$ cat src/hw/rtl/m2a_pkg.sv
package m2a_pkg;

    // Number format and datapath widths
    localparam int WordBits     = 32;
    localparam int FracBits     = 16;
    localparam int ProdBits     = 2 * WordBits;
    localparam int SumBits      = ProdBits + 1;
    localparam int RndBits      = SumBits - FracBits;
    localparam int LinBits      = WordBits + 1;
    localparam int NumBits      = WordBits + FracBits;
    localparam int RemBits      = WordBits + 1;
    localparam int BitsPerStage = 2;
    localparam int DivStages    = NumBits / BitsPerStage;

    // Operation codes
    localparam logic [3:0] OP_ADD    = 4'd0;
    localparam logic [3:0] OP_SUB    = 4'd1;
    localparam logic [3:0] OP_MATMUL = 4'd2;
    localparam logic [3:0] OP_MATVEC = 4'd3;
    localparam logic [3:0] OP_SCALE  = 4'd4;
    localparam logic [3:0] OP_DIVIDE = 4'd5;
    localparam logic [3:0] OP_TRANS  = 4'd6;
    localparam logic [3:0] OP_INV    = 4'd7;
    localparam logic [3:0] OP_DET    = 4'd8;

    // Status codes
    localparam logic [1:0] ST_OK  = 2'd0;
    localparam logic [1:0] ST_BAD = 2'd1;
    localparam logic [1:0] ST_SAT = 2'd2;

    typedef logic signed [WordBits-1:0] word_t;

    typedef struct packed {
        word_t val;
        logic  ovf;
    } sat_t;

    // Payload that walks through the divider stages
    typedef struct packed {
        logic                               do_div;
        logic                               bad;
        logic                               ovf;
        logic [3:0][WordBits-1:0]           res;
        logic [3:0]                         neg;
        logic [WordBits-1:0]                dmag;
        logic [3:0][NumBits-1:0]            num;
        logic [3:0][RemBits-1:0]            rem;
        logic [3:0][NumBits-1:0]            quo;
    } div_t;

    // Clamp a rounded value into the word range
    function automatic sat_t saturate(input logic signed [RndBits-1:0] v);
        logic signed [RndBits-1:0] hi_lim;
        logic signed [RndBits-1:0] lo_lim;
        sat_t                      r;
        hi_lim = {{(RndBits-WordBits+1){1'b0}}, {(WordBits-1){1'b1}}};
        lo_lim = ~hi_lim;
        r.ovf  = 1'b0;
        r.val  = v[WordBits-1:0];
        if (v > hi_lim)
        begin
            r.ovf = 1'b1;
            r.val = hi_lim[WordBits-1:0];
        end
        else if (v < lo_lim)
        begin
            r.ovf = 1'b1;
            r.val = lo_lim[WordBits-1:0];
        end
        return r;
    endfunction

endpackage

$ cat src/hw/rtl/m2a_div_stage.sv
module m2a_div_stage (
    input  logic             clk,
    input  logic             rst_n,
    input  logic             in_valid,
    input  m2a_pkg::div_t    in_data,
    output logic             in_ready,
    output logic             out_valid,
    output m2a_pkg::div_t    out_data,
    input  logic             out_ready
);

    logic             valid_reg;
    m2a_pkg::div_t    data_reg;
    m2a_pkg::div_t    data_next;

    // restoring division, BitsPerStage quotient bits per stage on all four lanes
    always_comb
    begin
        logic [m2a_pkg::RemBits-1:0] rt;
        data_next = in_data;
        for (int k = 0; k < 4; k++)
        begin
            for (int j = 0; j < m2a_pkg::BitsPerStage; j++)
            begin
                rt = {data_next.rem[k][m2a_pkg::RemBits-2:0],
                      data_next.num[k][m2a_pkg::NumBits-1]};
                data_next.num[k] = {data_next.num[k][m2a_pkg::NumBits-2:0], 1'b0};
                if (rt >= {1'b0, data_next.dmag})
                begin
                    data_next.rem[k] = rt - {1'b0, data_next.dmag};
                    data_next.quo[k] = {data_next.quo[k][m2a_pkg::NumBits-2:0], 1'b1};
                end
                else
                begin
                    data_next.rem[k] = rt;
                    data_next.quo[k] = {data_next.quo[k][m2a_pkg::NumBits-2:0], 1'b0};
                end
            end
        end
    end

    assign in_ready  = !valid_reg || out_ready;
    assign out_valid = valid_reg;
    assign out_data  = data_reg;

    always_ff @(posedge clk or negedge rst_n)
    begin
        if (!rst_n)
            valid_reg <= 1'b0;
        else if (in_ready)
            valid_reg <= in_valid;
    end

    always_ff @(posedge clk)
    begin
        if (in_ready && in_valid)
            data_reg <= data_next;
    end

endmodule

$ cat config.mk
export PLATFORM = sky130hd
export DESIGN_NAME = m2a_div_stage
export DESIGN_NICKNAME = d
export VERILOG_FILES = /design/src/hw/rtl/m2a_pkg.sv /design/src/hw/rtl/m2a_div_stage.sv
export SDC_FILE = /design/constraint.sdc
export NUM_CORES = 1
export LEC_CHECK = 0
export ABC_CLOCK_PERIOD_IN_PS = 17750
export BUFFER_PORTS_ARGS = -buffer_cell sky130_fd_sc_hd__clkbuf_2
export CORE_AREA = 2 2 532 534
export DETAILED_ROUTE_END_ITERATION = 10
export DIE_AREA = 0 0 534 536
export SYNTH_ARGS = -nofsm -noshare
export SYNTH_HDL_FRONTEND = slang
export SYNTH_SLANG_ARGS = --single-unit
$ cat constraint.sdc
create_clock -name clk -period 17.75 [get_ports clk]
set_input_delay 2.6625 -clock clk [delete_from_list [all_inputs] [get_ports clk]]
set_output_delay 2.6625 -clock clk [all_outputs]
set_load 0.05 [all_outputs]
==> flow_summary.ini <==
[worst_setup_path]
path_class = input pin to flop
critPathMaxStageDelay_ns = 0.76
cp.arrival_ns = 10.50
cp_slowest_cell = nor2b_2
start_kind = input pin
ff2ff_setup_slack_ns = 13.78
reg2regPathDepth = 5
cp_max_fo = 49
reg2reg_to = out_data[310]
end_kind = flop
cp.required_ns = 18.29
reg2reg_from = out_valid
cp_common_cell = buf_4

[placement]
dp.cells = 8041
dp_hpwl_um = 251600
routabilityCongestion = 0.9316
io_buffers = 1351

[finish]
stdcell_count = 8279
final_common_cell = clkbuf_2
finish.utilization_pct = 18.24
syn2layout_area_growth_pct = 41.18
mostFrequentLayoutCells = 1,351 x clkbuf_2, 675 x edfxtp_1, 262 x a21oi_1
nets = 5344
drive_above_1_share_pct = 38.46

[sta]
worstMarginPinSlew_ns = 1.036
finalCriticalPeriod_ns = 9.962
fin_worst_skew_ns = 0.05970
fin_setup_tns_ns = 0
hold_viol = 0
rsz0062_at_grt = false
finalCritPeriodShare_pct = 56.13
max_slew_margin_pct = 30.91
finalSetupViolations = 0
max_freq_mhz = 100.4
final_max_slew_viol_count = 0

[clocking]
htreeDepth = 3
insertion_delay_ns = 0.80
cts_tree = yes
hold_buffers = 0
clk_pin_slew_ns = 0.05
cts_sinks = 676
cts_root_buf = clkbuf_16
post_cts_buffers = 0
cts_resized = 0
cts_buffers = 93
clockBufferDepth = 4

[worst_hold_path]
min_to = out_valid
hp-class = flop to flop
hold_path_startpoint = out_valid
holdPathStages = 2

[yosys]
synth.avg_cell_area_um2 = 12.27
synth.distinct_cells = 82
synth_edf_count = 675
ys_ff_latch = 676
synthCells = 2958
synth_area_mm2 = 0.03629
yosys_warnings = 0
synthArstFlopShare_pct = 0.1479
seq_area_frac_synth_pct = 55.93
yosys_most_used_dff = edfxtp_1

[power]
irDropWorstVdd_v = 0.00008175
leakagePower_nw = 21.14
powerDensity_mw_per_mm2 = 123.6
p_total_mw = 6.331

[floorplan]
die_y_um = 536
dieArea_mm2 = 0.2862
dieWidth_um = 534
initial_core_util_pct = 12.92
core-area_mm2 = 0.2808
fp-row-count = 195
io_pins = 1372

[route]
dr.pass1.iters = 5
wl_per_cell_um = 35.34
routed_via_density = 4.036
postRouteAntennaNets = 0
num_vias = 33410
drc = 0
wl_um = 292600
first_iter_violations = 2894

[global_routing]
grt_first_pass_wirelength_um = 354100
overflow = 0
grt_max_degree = 122
grt_pass1_vias = 31190
track_usage_pct = 19.44
antenna_found_initial = 244

[run_status]
outcome = finished, final reports clean

[flow_run]
maxCapViolations = 0
area by class of cell:
type	instances	area, µm²
Fill cell	31150	229600
Sequential cell	676	20290
Multi-Input combinational cell	2106	15270
Timing Repair Buffer	1406	7187
Tap cell	3743	4683
Clock buffer	101	2357
Clock inverter	65	847.1
Inverter	110	412.9
Antenna cell	72	180.2
per-stage QoR:
stage / hold WS (ns) / instance area [µm²] / worst slack [ns]
floorplan: 1.175 / 36310 / 5.803
CTS: 0.5945 / 51050 / 7.944
global placement: 0.5695 / 47850 / 7.136
detailed placement: 0.5764 / 47850 / 7.065
global route: 0.6193 / 51090 / 7.415
finish: 0.5773 / 51230 / 7.788
logic make-up (layout without fill, tap and decap cells):
| group | after synthesis | after routing | synth area share, % |
|---|---|---|---|
| compound gates | 819 | 819 | 14.26 |
| flops | 676 | 676 | 55.93 |
| simple gates | 656 | 656 | 8.699 |
| fa+ha+maj | 264 | 264 | 9.268 |
| xor+xnor | 205 | 205 | 4.948 |
| buf+inv | 183 | 1682 | 2.083 |
| mux | 154 | 154 | 4.800 |
| other cells | 1 | 80 | 0.01033 |
where the power goes:
part	switching, mW	internal, mW	leakage [nW]
logic	1.54	0.700	13.2
registers	0.0693	1.97	6.43
clock network	0.841	1.20	1.54
total	2.45	3.88	21.1
critical path, delay by kind of cell:
kind	cells	cell delay, ns
multiplexers	2	0.82
AO/OA/AOI/OAI	14	3.37
AND/OR/NAND/NOR	2	1.08
buffers and inverters	7	1.82
adder cells (fa/ha/maj)	2	0.69
state kept, by name, indices dropped and copies added, names as in the netlist:
| name | cells |
|---|---|
| out_data | 675 |
| out_valid | 1 |
how the worst max path moves through the flow:
stage	startpoint	endpoint	slack, ns	depth (start not counted)
2_1_floorplan	out_ready	out_data[0]	5.80	2
3_5_place_dp	in_data[518]	out_data[243]	7.07	27
3_3_place_gp	in_data[518]	out_data[243]	7.14	27
4_1_cts	in_data[518]	out_data[243]	7.94	27
5_1_grt	in_data[517]	out_data[311]	7.42	26
6_report	in_data[518]	out_data[243]	7.79	27
synth_stat cells (11+ instances only):
library cell / instances / area [µm²]
buf_4: 11 / 82.58
a31oi_1: 37 / 231.5
a21o_1: 106 / 795.8
mux2i_1: 15 / 150.1
and4_1: 12 / 105.1
xnor2_1: 134 / 1174
and2_1: 16 / 100.1
nor2b_1: 27 / 168.9
or3_1: 12 / 75.07
or2_2: 12 / 75.07
a31o_2: 12 / 105.1
o21ai_0: 172 / 860.8
xor2_1: 71 / 621.9
nor3_1: 34 / 170.2
a211oi_1: 29 / 217.7
o21bai_1: 39 / 292.8
o31ai_1: 19 / 142.6
mux2_2: 123 / 1385
a21oi_1: 262 / 1311
o21a_1: 42 / 315.3
ha_1: 256 / 3203
nand4_1: 40 / 250.2
nand3_1: 51 / 255.2
edfxtp_1: 675 / 20270
nor2_1: 168 / 630.6
nand2b_1: 23 / 143.9
inv_1: 108 / 405.4
nand2_1: 200 / 750.7
clkbuf_1: 45 / 168.9
and3_1: 31 / 193.9
routing by layer:
layer / vias up / wire [µm] / track usage [%]
met5: - / 542 / 0
met4: 88 / 14980 / 8.421
met3: 530 / 36340 / 10.27
met2: 1894 / 131700 / 30.96
met1: 16600 / 109100 / 21.46
li1: 14300 / - / -
No activity file was read; power rests on OpenSTA's default activity.
